[config.mk]
export PLATFORM = sky130hd
export DESIGN_NAME = two_button_gesture_classifier_flat
export DESIGN_NICKNAME = d
export VERILOG_FILES = /design/src/rtl/core/tbgc_pkg.sv /design/src/rtl/core/tbgc_if.sv /design/src/rtl/core/tbgc_step.sv /design/src/rtl/core/tbgc_evq.sv /design/src/rtl/core/two_button_gesture_classifier.sv /design/src/flat_wrapper.sv
export SDC_FILE = /design/constraint.sdc
export NUM_CORES = 1
export LEC_CHECK = 0
export BUFFER_PORTS_ARGS = -buffer_cell sky130_fd_sc_hd__buf_2
export CAP_MARGIN = 15
export CORE_UTILIZATION = 55
export CTS_CLUSTER_SIZE = 14
export DETAILED_ROUTE_END_ITERATION = 7
export PLACE_DENSITY = 0.71
export SETUP_SLACK_MARGIN = 0.15
export SLEW_MARGIN = 20
export SYNTH_ARGS = -nofsm -noshare
export SYNTH_HDL_FRONTEND = slang
export SYNTH_SLANG_ARGS = --single-unit
export TNS_END_PERCENT = 10
[constraint.sdc]
create_clock -name clk -period 12.6 [get_ports clk]
set_input_delay 2.52 -clock clk [delete_from_list [all_inputs] [get_ports clk]]
set_output_delay 2.52 -clock clk [all_outputs]
set_load 0.01 [all_outputs]
[src/rtl/core/tbgc_pkg.sv]
package tbgc_pkg;

  localparam int COUNT_BITS = 12;
  localparam int CNT_MAX    = (1 << COUNT_BITS) - 1;

  // configuration registers
  localparam int REG_W     = 12;
  localparam int REG_COUNT = 5;
  localparam int REG_IDX_W = 3;
  localparam logic [REG_IDX_W-1:0] REG_DEBOUNCE  = 3'd0;
  localparam logic [REG_IDX_W-1:0] REG_LONG_HOLD = 3'd1;
  localparam logic [REG_IDX_W-1:0] REG_VLONG_EXT = 3'd2;
  localparam logic [REG_IDX_W-1:0] REG_DBL_WIN   = 3'd3;
  localparam logic [REG_IDX_W-1:0] REG_BOTH_HOLD = 3'd4;

  localparam logic [REG_W-1:0] RST_DEBOUNCE  = 12'd3;
  localparam logic [REG_W-1:0] RST_LONG_HOLD = 12'd200;
  localparam logic [REG_W-1:0] RST_VLONG_EXT = 12'd300;
  localparam logic [REG_W-1:0] RST_DBL_WIN   = 12'd50;
  localparam logic [REG_W-1:0] RST_BOTH_HOLD = 12'd300;

  // item kinds
  localparam logic KIND_EDGE = 1'b0;
  localparam logic KIND_TICK = 1'b1;

  localparam int PINS_W = 2;

  // event codes
  localparam int EV_W = 4;
  localparam logic [EV_W-1:0] EV_SHORT       = 4'd0;
  localparam logic [EV_W-1:0] EV_DOUBLE      = 4'd1;
  localparam logic [EV_W-1:0] EV_LONG_HOLD   = 4'd2;
  localparam logic [EV_W-1:0] EV_LONG_PRESS  = 4'd3;
  localparam logic [EV_W-1:0] EV_VLONG_HOLD  = 4'd4;
  localparam logic [EV_W-1:0] EV_VLONG_PRESS = 4'd5;
  localparam logic [EV_W-1:0] EV_PER_BUTTON  = 4'd6;
  localparam logic [EV_W-1:0] EV_BOTH_HOLD   = 4'd12;

  localparam int MAX_RES = 6;
  localparam int EVN_W   = $clog2(MAX_RES + 1);

  // result queue
  localparam int FIFO_DEPTH = 16;
  localparam int QAW        = $clog2(FIFO_DEPTH);

  typedef enum logic [2:0] {
    PH_IDLE  = 3'd0,
    PH_LESS  = 3'd1,
    PH_MORE  = 3'd2,
    PH_VMORE = 3'd3,
    PH_TRACK = 3'd4
  } phase_t;

  // timers: 0 button one duration, 1 button one window,
  //         2 button two duration, 3 button two window
  typedef struct packed {
    logic [PINS_W-1:0]              first_sample;
    logic [PINS_W-1:0]              stable_levels;
    logic [COUNT_BITS-1:0]          debounce_count;
    logic [3:0][COUNT_BITS-1:0]     timer_count;
    logic [3:0]                     timer_running;
    phase_t [1:0]                   press_phase;
    logic [1:0]                     awaiting_second;
    logic [1:0]                     is_pushed;
    logic                           both_tracking;
  } state_t;

  typedef struct packed {
    logic [MAX_RES-1:0][EV_W-1:0] code;
    logic [EVN_W-1:0]             n;
  } ev_list_t;

  typedef logic [REG_COUNT-1:0][REG_W-1:0] regs_t;

  function automatic logic [COUNT_BITS-1:0] load_value(logic [REG_W-1:0] v);
    logic [31:0] w;
    w = 32'(v);
    if (w == 32'd0) w = 32'd1;
    if (w > 32'(CNT_MAX)) w = 32'(CNT_MAX);
    return w[COUNT_BITS-1:0];
  endfunction

  function automatic ev_list_t ev_add(ev_list_t l, logic [EV_W-1:0] c);
    ev_list_t r;
    r = l;
    if (r.n < (EVN_W)'(MAX_RES)) begin
      r.code[r.n] = c;
      r.n         = r.n + 1'b1;
    end
    return r;
  endfunction

endpackage

[src/rtl/core/tbgc_if.sv]
interface tbgc_item_if;
  logic                        valid;
  logic                        ready;
  logic                        kind;
  logic [tbgc_pkg::PINS_W-1:0] pins;

  modport source (output valid, output kind, output pins, input ready);
  modport sink   (input valid, input kind, input pins, output ready);
endinterface

interface tbgc_result_if;
  logic                      valid;
  logic                      ready;
  logic [tbgc_pkg::EV_W-1:0] event_code;
  logic                      last;

  modport source (output valid, output event_code, output last, input ready);
  modport sink   (input valid, input event_code, input last, output ready);
endinterface

[src/rtl/core/tbgc_step.sv]
// Next-state and event logic for one item. Mirrors the handler order:
// countdown, duration/window expiries per button, then debounce resample.
module tbgc_step (
  input  tbgc_pkg::state_t              cur,
  input  tbgc_pkg::regs_t               regs,
  input  logic                          kind,
  input  logic [tbgc_pkg::PINS_W-1:0]   pins,
  output tbgc_pkg::state_t              nxt,
  output tbgc_pkg::ev_list_t            evl
);

  always_comb begin
    tbgc_pkg::state_t   s;
    tbgc_pkg::ev_list_t l;
    logic [3:0]         pend;
    logic               deb_fire;
    logic [1:0]         valid_bits;
    logic [1:0]         changed;
    logic [tbgc_pkg::EV_W-1:0] base;

    s          = cur;
    l          = '0;
    pend       = '0;
    deb_fire   = 1'b0;
    valid_bits = '0;
    changed    = '0;
    base       = '0;

    if (kind == tbgc_pkg::KIND_EDGE) begin
      s.first_sample   = pins;
      s.debounce_count = tbgc_pkg::load_value(regs[tbgc_pkg::REG_DEBOUNCE]);
    end else begin
      for (int i = 0; i < 4; i++) begin
        if (s.timer_running[i]) begin
          s.timer_count[i] = s.timer_count[i] - 1'b1;
          if (s.timer_count[i] == '0) begin
            s.timer_running[i] = 1'b0;
            pend[i]            = 1'b1;
          end
        end
      end
      if (s.debounce_count != '0) begin
        s.debounce_count = s.debounce_count - 1'b1;
        deb_fire         = (s.debounce_count == '0);
      end

      for (int b = 0; b < 2; b++) begin
        base = (tbgc_pkg::EV_W)'(b) * tbgc_pkg::EV_PER_BUTTON;
        // duration timer
        if (pend[2*b]) begin
          pend[2*b] = 1'b0;
          case (s.press_phase[b])
            tbgc_pkg::PH_LESS: begin
              s.timer_count[2*b] =
                tbgc_pkg::load_value(regs[tbgc_pkg::REG_VLONG_EXT]);
              s.timer_running[2*b] = 1'b1;
              s.press_phase[b]     = tbgc_pkg::PH_MORE;
              l = tbgc_pkg::ev_add(l, base + tbgc_pkg::EV_LONG_HOLD);
            end
            tbgc_pkg::PH_MORE: begin
              s.press_phase[b] = tbgc_pkg::PH_VMORE;
              l = tbgc_pkg::ev_add(l, base + tbgc_pkg::EV_VLONG_HOLD);
            end
            tbgc_pkg::PH_TRACK: begin
              if (b == 0) begin
                s.press_phase[0] = tbgc_pkg::PH_IDLE;
                l = tbgc_pkg::ev_add(l, tbgc_pkg::EV_BOTH_HOLD);
              end
            end
            default: ;
          endcase
        end
        // double-press window
        if (pend[2*b+1]) begin
          pend[2*b+1]            = 1'b0;
          s.awaiting_second[b]   = 1'b0;
          s.press_phase[b]       = tbgc_pkg::PH_IDLE;
          s.timer_running[2*b+1] = 1'b0;
          s.timer_count[2*b+1]   = '0;
          l = tbgc_pkg::ev_add(l, base + tbgc_pkg::EV_SHORT);
        end
      end

      if (deb_fire) begin
        valid_bits      = ~(pins ^ s.first_sample);
        changed         = (pins ^ s.stable_levels) & valid_bits;
        s.stable_levels = pins;
        for (int b = 0; b < 2; b++) begin
          base = (tbgc_pkg::EV_W)'(b) * tbgc_pkg::EV_PER_BUTTON;
          if (changed[b]) begin
            s.timer_running[2*b] = 1'b0;
            s.timer_count[2*b]   = '0;
            s.is_pushed[b]       = !pins[b];
            // both-button tracking check
            if (s.is_pushed == 2'b11) begin
              s.timer_running[2] = 1'b0;
              s.timer_count[2]   = '0;
              s.press_phase[0]   = tbgc_pkg::PH_TRACK;
              s.press_phase[1]   = tbgc_pkg::PH_IDLE;
              s.both_tracking    = 1'b1;
              s.timer_count[0]   =
                tbgc_pkg::load_value(regs[tbgc_pkg::REG_BOTH_HOLD]);
              s.timer_running[0] = 1'b1;
            end else if (s.both_tracking) begin
              s.press_phase[0]   = tbgc_pkg::PH_IDLE;
              s.press_phase[1]   = tbgc_pkg::PH_IDLE;
              s.both_tracking    = 1'b0;
              s.timer_running[0] = 1'b0;
              s.timer_count[0]   = '0;
            end
            if (!pins[b]) begin
              // push
              if (!s.both_tracking) begin
                s.press_phase[b]     = tbgc_pkg::PH_LESS;
                s.timer_count[2*b]   =
                  tbgc_pkg::load_value(regs[tbgc_pkg::REG_LONG_HOLD]);
                s.timer_running[2*b] = 1'b1;
              end
            end else begin
              // release
              case (s.press_phase[b])
                tbgc_pkg::PH_LESS: begin
                  if (!s.awaiting_second[b]) begin
                    s.awaiting_second[b]   = 1'b1;
                    s.timer_count[2*b+1]   =
                      tbgc_pkg::load_value(regs[tbgc_pkg::REG_DBL_WIN]);
                    s.timer_running[2*b+1] = 1'b1;
                  end else begin
                    s.awaiting_second[b]   = 1'b0;
                    s.timer_running[2*b+1] = 1'b0;
                    s.timer_count[2*b+1]   = '0;
                    l = tbgc_pkg::ev_add(l, base + tbgc_pkg::EV_DOUBLE);
                  end
                end
                tbgc_pkg::PH_MORE:
                  l = tbgc_pkg::ev_add(l, base + tbgc_pkg::EV_LONG_PRESS);
                tbgc_pkg::PH_VMORE:
                  l = tbgc_pkg::ev_add(l, base + tbgc_pkg::EV_VLONG_PRESS);
                default: ;
              endcase
              s.press_phase[b] = tbgc_pkg::PH_IDLE;
            end
          end
        end
      end
    end

    nxt = s;
    evl = l;
  end

endmodule

[src/rtl/core/tbgc_evq.sv]
// Result queue: takes a whole event list in one write, drains one per cycle while result.ready is high.
module tbgc_evq (
  input  logic                  clk,
  input  logic                  rst,
  input  logic                  wr_en,
  input  tbgc_pkg::ev_list_t    wr_list,
  output logic                  has_room,
  tbgc_result_if.source         result
);

  logic [tbgc_pkg::EV_W:0]  mem [tbgc_pkg::FIFO_DEPTH];
  logic [tbgc_pkg::QAW-1:0] wr_ptr;
  logic [tbgc_pkg::QAW-1:0] rd_ptr;
  logic [tbgc_pkg::QAW:0]   count;
  logic                     pop;
  logic [tbgc_pkg::QAW:0]   add_n;

  assign pop          = result.valid && result.ready;
  assign result.valid = (count != '0);
  assign {result.event_code, result.last} = mem[rd_ptr];
  // room for a worst-case list
  assign has_room = (count <= (tbgc_pkg::QAW + 1)'(tbgc_pkg::FIFO_DEPTH - tbgc_pkg::MAX_RES));
  assign add_n    = wr_en ? (tbgc_pkg::QAW + 1)'(wr_list.n) : '0;

  always_ff @(posedge clk) begin
    if (rst) begin
      wr_ptr <= '0;
      rd_ptr <= '0;
      count  <= '0;
    end else begin
      wr_ptr <= wr_ptr + add_n[tbgc_pkg::QAW-1:0];
      if (pop) rd_ptr <= rd_ptr + 1'b1;
      count <= count + add_n - (tbgc_pkg::QAW + 1)'(pop);
    end
  end

  always_ff @(posedge clk) begin
    for (int k = 0; k < tbgc_pkg::MAX_RES; k++) begin
      if (wr_en && ((tbgc_pkg::EVN_W)'(k) < wr_list.n)) begin
        mem[wr_ptr + (tbgc_pkg::QAW)'(k)] <=
          {wr_list.code[k], ((tbgc_pkg::EVN_W)'(k) == wr_list.n - 1'b1)};
      end
    end
  end

endmodule

[src/rtl/core/two_button_gesture_classifier.sv]
// Two-button gesture classifier. Edge and tick transactions enter on item;
// each is applied to the debounce, duration and window timers in the cycle
// it is accepted, and the gesture events it causes (up to six, the final
// one flagged by last) are queued and leave on result one per cycle while
// result.ready is high. An item is taken every cycle while the 16-entry
// result queue has room for six events; a tick's events leave one by one,
// so a slow result drain stalls item intake once the queue fills.
// Edge transactions never produce events. Registers are written through
// cfg_write/cfg_index/cfg_data; indexes beyond the last register are ignored.
module two_button_gesture_classifier (
  input  logic                            clk,
  input  logic                            rst,
  input  logic                            cfg_write,
  input  logic [tbgc_pkg::REG_IDX_W-1:0]  cfg_index,
  input  logic [tbgc_pkg::REG_W-1:0]      cfg_data,
  tbgc_item_if.sink                       item,
  tbgc_result_if.source                   result
);

  tbgc_pkg::regs_t    regs;
  tbgc_pkg::state_t   st;
  tbgc_pkg::state_t   st_next;
  tbgc_pkg::ev_list_t evl;
  logic               has_room;
  logic               take;

  assign item.ready = has_room;
  assign take       = item.valid && item.ready;

  always_ff @(posedge clk) begin
    if (rst) begin
      regs[tbgc_pkg::REG_DEBOUNCE]  <= tbgc_pkg::RST_DEBOUNCE;
      regs[tbgc_pkg::REG_LONG_HOLD] <= tbgc_pkg::RST_LONG_HOLD;
      regs[tbgc_pkg::REG_VLONG_EXT] <= tbgc_pkg::RST_VLONG_EXT;
      regs[tbgc_pkg::REG_DBL_WIN]   <= tbgc_pkg::RST_DBL_WIN;
      regs[tbgc_pkg::REG_BOTH_HOLD] <= tbgc_pkg::RST_BOTH_HOLD;
    end else if (cfg_write &&
                 (cfg_index < (tbgc_pkg::REG_IDX_W)'(tbgc_pkg::REG_COUNT))) begin
      regs[cfg_index] <= cfg_data;
    end
  end

  always_ff @(posedge clk) begin
    if (rst) begin
      st.first_sample    <= '1;
      st.stable_levels   <= '1;
      st.debounce_count  <= '0;
      st.timer_count     <= '0;
      st.timer_running   <= '0;
      st.press_phase[0]  <= tbgc_pkg::PH_IDLE;
      st.press_phase[1]  <= tbgc_pkg::PH_IDLE;
      st.awaiting_second <= '0;
      st.is_pushed       <= '0;
      st.both_tracking   <= 1'b0;
    end else if (take) begin
      st <= st_next;
    end
  end

  tbgc_step u_step (
    .cur  (st),
    .regs (regs),
    .kind (item.kind),
    .pins (item.pins),
    .nxt  (st_next),
    .evl  (evl)
  );

  tbgc_evq u_evq (
    .clk      (clk),
    .rst      (rst),
    .wr_en    (take),
    .wr_list  (evl),
    .has_room (has_room),
    .result   (result)
  );

endmodule
[src/flat_wrapper.sv]
// flat-port wrapper written by rule: the top's interface ports become plain ports
module two_button_gesture_classifier_flat 
  (clk, rst, cfg_write, cfg_index, cfg_data, item_valid, item_kind, item_pins, item_ready, result_valid, result_event_code, result_last, result_ready);
  tbgc_item_if item_i ();
  tbgc_result_if result_i ();
  input  logic clk;
  input  logic rst;
  input  logic cfg_write;
  input  logic [tbgc_pkg::REG_IDX_W-1:0] cfg_index;
  input  logic [tbgc_pkg::REG_W-1:0] cfg_data;
  input wire logic [$bits(item_i.valid)-1:0] item_valid;
  input wire logic [$bits(item_i.kind)-1:0] item_kind;
  input wire logic [$bits(item_i.pins)-1:0] item_pins;
  output wire logic [$bits(item_i.ready)-1:0] item_ready;
  output wire logic [$bits(result_i.valid)-1:0] result_valid;
  output wire logic [$bits(result_i.event_code)-1:0] result_event_code;
  output wire logic [$bits(result_i.last)-1:0] result_last;
  input wire logic [$bits(result_i.ready)-1:0] result_ready;
  assign item_i.valid = item_valid;
  assign item_i.kind = item_kind;
  assign item_i.pins = item_pins;
  assign item_ready = item_i.ready;
  assign result_valid = result_i.valid;
  assign result_event_code = result_i.event_code;
  assign result_last = result_i.last;
  assign result_i.ready = result_ready;
  two_button_gesture_classifier u_core (.clk(clk), .rst(rst), .cfg_write(cfg_write), .cfg_index(cfg_index), .cfg_data(cfg_data), .item(item_i), .result(result_i));
endmodule
==> flow_summary.toml <==
[critical_path]
cp_top_family = "compound AO/OA/AOI/OAI gates"
endpoint_kind = "flop"
worst-path-buf-inv = 4
worst-path-stages = 30
crit_required_ns = 12.77
worstPathMaxFanout = 13
cpMaxStageDelayCell = "o21ai_0"
critPathKind = "reg2reg"
ff2ff_path_depth = 30
start_kind = "flop"
arrival_ns = 8.99
slowest_delay_ns = 0.97
worst_path_most_repeated_cell = "ha_1"
reg2reg_setup_slack_ns = 3.78

[cells_and_area]
drive_gt1_frac = 0.0978
diodes = 0
syn2layout_area_growth_pct = 6.10
finalNetCount = 2313
final_util = 0.600
n_fill_cell = 2977
design_area_mm2 = 0.0191

[place]
gp_congestion = 1.02
placed_cell_area_mm2 = 0.0182
dp_hpwl_mm = 46.4
numPortBuffers = 29

[grt]
antenna_found_initial = 1
grt_pass1_wl_mm = 97.6
grt_max_degree = 81
grt_use_total = 0.372
grt_pass1_vias = 17100
overflow = 0

[cts]
htree_levels = 1
clkSinkCount = 236
tritoncts = "built"
root_buffer = "clkbuf_16"
clk-insertion-delay-late_ns = 0.56
path_clk_slew_ns = 0.06
cts-resized-gates = 0
cts_buffers = 26
postCtsSetupBuffers = 0
clockBufferDepth = 3
hold_buffers = 0

[min_path]
hold_path_class = "reg2reg"
hold_path_depth = 2

[power]
p_switching_mw = 0.710
p_int_mw = 1.52
ir_worst_vdd_mv = 0.109
combPwrFrac = 0.242
p_sw_frac = 0.319
powerDensity_mw_per_mm2 = 116
sequentialPowerShare = 0.403
p_total_mw = 2.23
clock_power_share = 0.355
p_leak_nw = 6.61

[routing]
wl_per_cell_um = 23.6
wirelength_mm = 63.7
drt_iter0_markers = 2047
final_antenna_net_count = 0
vias = 18400
drc = 0
drtPass1Iterations = 6
drt-vias-per-instance = 6.82

[sta]
fin_tns_setup_ns = 0
period_minus_slack_ns = 8.82
fin_skew_ns = 0.0189
max_slew_margin = 0.178
hold_viol = 0
maxSlewViolCount = 0
max_freq_mhz = 113
worst_pin_slew_ns = 1.22
post-route-period-util = 0.700
setup_viol = 0
rsz0062_at_grt = "false"
whs_ns = 0.464

[floorplan]
row_count = 65
die_y_um = 183
coreArea_mm2 = 0.0319
start_util = 0.565
die_x_um = 183
io_pins = 30
dieArea_mm2 = 0.0335

[synth]
ys_types = 113
synth_edf_count = 80
synth_ff_type = "dfxtp_1"
synth_nets = 2397
synth-async-reset-ratio = 0
synth-seq-area-share = 0.307
netlist_area_mm2 = 0.0180
yosysWarnings = 0
ys_seq_elements = 236
syn_inst = 2336
synth.avg_cell_area_um2 = 7.71

[outcome]
status = "completed"

[flow_run]
cap_violations = 0
==> sequential cells by signal, indices dropped and copies added (netlist names), named ones only <==
name / count
u_core.u_evq.count: 5
u_core.u_evq.rd_ptr: 4
u_core.st: 79
u_core.u_evq.mem: 80
u_core.u_evq.wr_ptr: 4
u_core.regs: 60
==> path summary, 6_finish.rpt <==
kind	from	to
setup / recovery	u_core.st[27]$_SDFFE_PP0P_	u_core.u_evq.mem[9][1]$_DFFE_PP_
hold reg to reg	u_core.regs[36]$_SDFFE_PP0P_	u_core.regs[36]$_SDFFE_PP0P_
setup reg to reg	u_core.st[27]$_SDFFE_PP0P_	u_core.u_evq.mem[9][1]$_DFFE_PP_
hold / removal	u_core.regs[36]$_SDFFE_PP0P_	u_core.regs[36]$_SDFFE_PP0P_
==> cells in the mapped netlist (7+ instances only) <==
master    number  area (µm²)
a221oi_1      15         131
nand3b_1      21         158
and3_1        33         206
or2_2         14        87.6
o21ai_1       19        95.1
xnor2_1       32         280
o21ai_0      147         736
xor2_1        28         245
buf_2         25         125
inv_1         57         214
clkbuf_1     123         462
nor2_1       236         886
mux4_2        25         563
ha_1          36         450
mux2i_1       16         160
a22oi_1       17         128
edfxtp_1      80        2400
nand2_1      317        1190
a31oi_1       23         144
nand4_1       18         113
nor2b_1       14        87.6
o22ai_1       31         194
a211oi_1      47         353
o21a_1        12        90.1
nor3b_1        9        67.6
buf_6          8        90.1
nor4_1        28         175
buf_1          8        30.0
a21oi_1      201        1010
or3_1         32         200
nand2b_1      25         156
nor3_1       102         510
o211ai_1      43         323
o31ai_1       13        97.6
and2_1        26         163
a21boi_0       8        60.1
mux2_2        11         124
o21bai_1       7        52.6
and4_1         7        61.3
a311oi_1       7        61.3
dfxtp_1      156        3120
nand3_1       78         390
a21o_1         7        52.6
a211oi_2       7        87.6
o221ai_1      12         105
==> layout by cell type (no fill, tap or decap), types with 28 or more instances in the layout <==
| cell type | netlist | layout |
|---|---|---|
| nand3_1 | 78 | 78 |
| and3_1 | 33 | 33 |
| edfxtp_1 | 80 | 80 |
| buf_2 | 25 | 28 |
| or3_1 | 32 | 32 |
| buf_4 | 4 | 28 |
| o211ai_1 | 43 | 43 |
| ha_1 | 36 | 36 |
| a21oi_1 | 201 | 199 |
| xor2_1 | 28 | 28 |
| nor2_1 | 236 | 232 |
| nor3_1 | 102 | 102 |
| dfxtp_1 | 156 | 156 |
| a211oi_1 | 47 | 47 |
| xnor2_1 | 32 | 32 |
| nand2_1 | 317 | 316 |
| inv_1 | 57 | 57 |
| o22ai_1 | 31 | 31 |
| o21ai_0 | 147 | 147 |
==> logic make-up after synthesis <==
kind of cell | after synthesis | share of synthesized area
multiplexers | 55 | 0.0498
flip-flops | 236 | 0.307
AND/OR/NAND/NOR | 1006 | 0.271
buffers and inverters | 231 | 0.0546
AO/OA/AOI/OAI | 710 | 0.262
XOR/XNOR | 60 | 0.0292
adder cells (fa/ha/maj) | 38 | 0.0272
==> layout make-up <==
| cell class | instances | area, µm² | area share |
|---|---|---|---|
| multi-input cells | 1869 | 11600 | 0.605 |
| repair buffers | 56 | 350 | 0.0183 |
| inverters | 63 | 246 | 0.0129 |
| well taps | 435 | 544 | 0.0285 |
| clock buffers | 38 | 736 | 0.0385 |
| flip-flops and latches | 236 | 5530 | 0.289 |
| clock inverters | 9 | 151 | 0.00792 |
==> tightest hold or removal path: stages, from the launching register on <==
cell,delay (ns)
dfxtp_1,0.31
nand2_1,0.05
a21oi_1,0.05
==> metal layers <==
layer  GRT usage  wire length (µm)  vias up
li1            -                 -     8445
met1       0.457             24500     8655
met2       0.614             29300     1050
met3      0.0526              5460      295
met4       0.239              4500        2
met5           0                13        -
==> power groups by stage <==
stage / Sequential, mW / Clock [mW] / Combinational (mW)
final: 0.898 / 0.790 / 0.539
after floorplan: 0.878 / 0 / 0.429
after global placement: 0.909 / 0 / 0.517
after global routing: 0.905 / 0.820 / 0.598
after detailed placement: 0.912 / 0 / 0.527
after CTS: 0.896 / 0.798 / 0.532
==> through the flow <==
step                      instances  setup slack, ns
after floorplan                2336             5.58
after global placement         2659             4.28
after detailed placement       2659             4.08
after CTS                      2706             4.05
after global routing           2706             3.31
final                          2706             3.78
(Power assumes the default switching activity.)
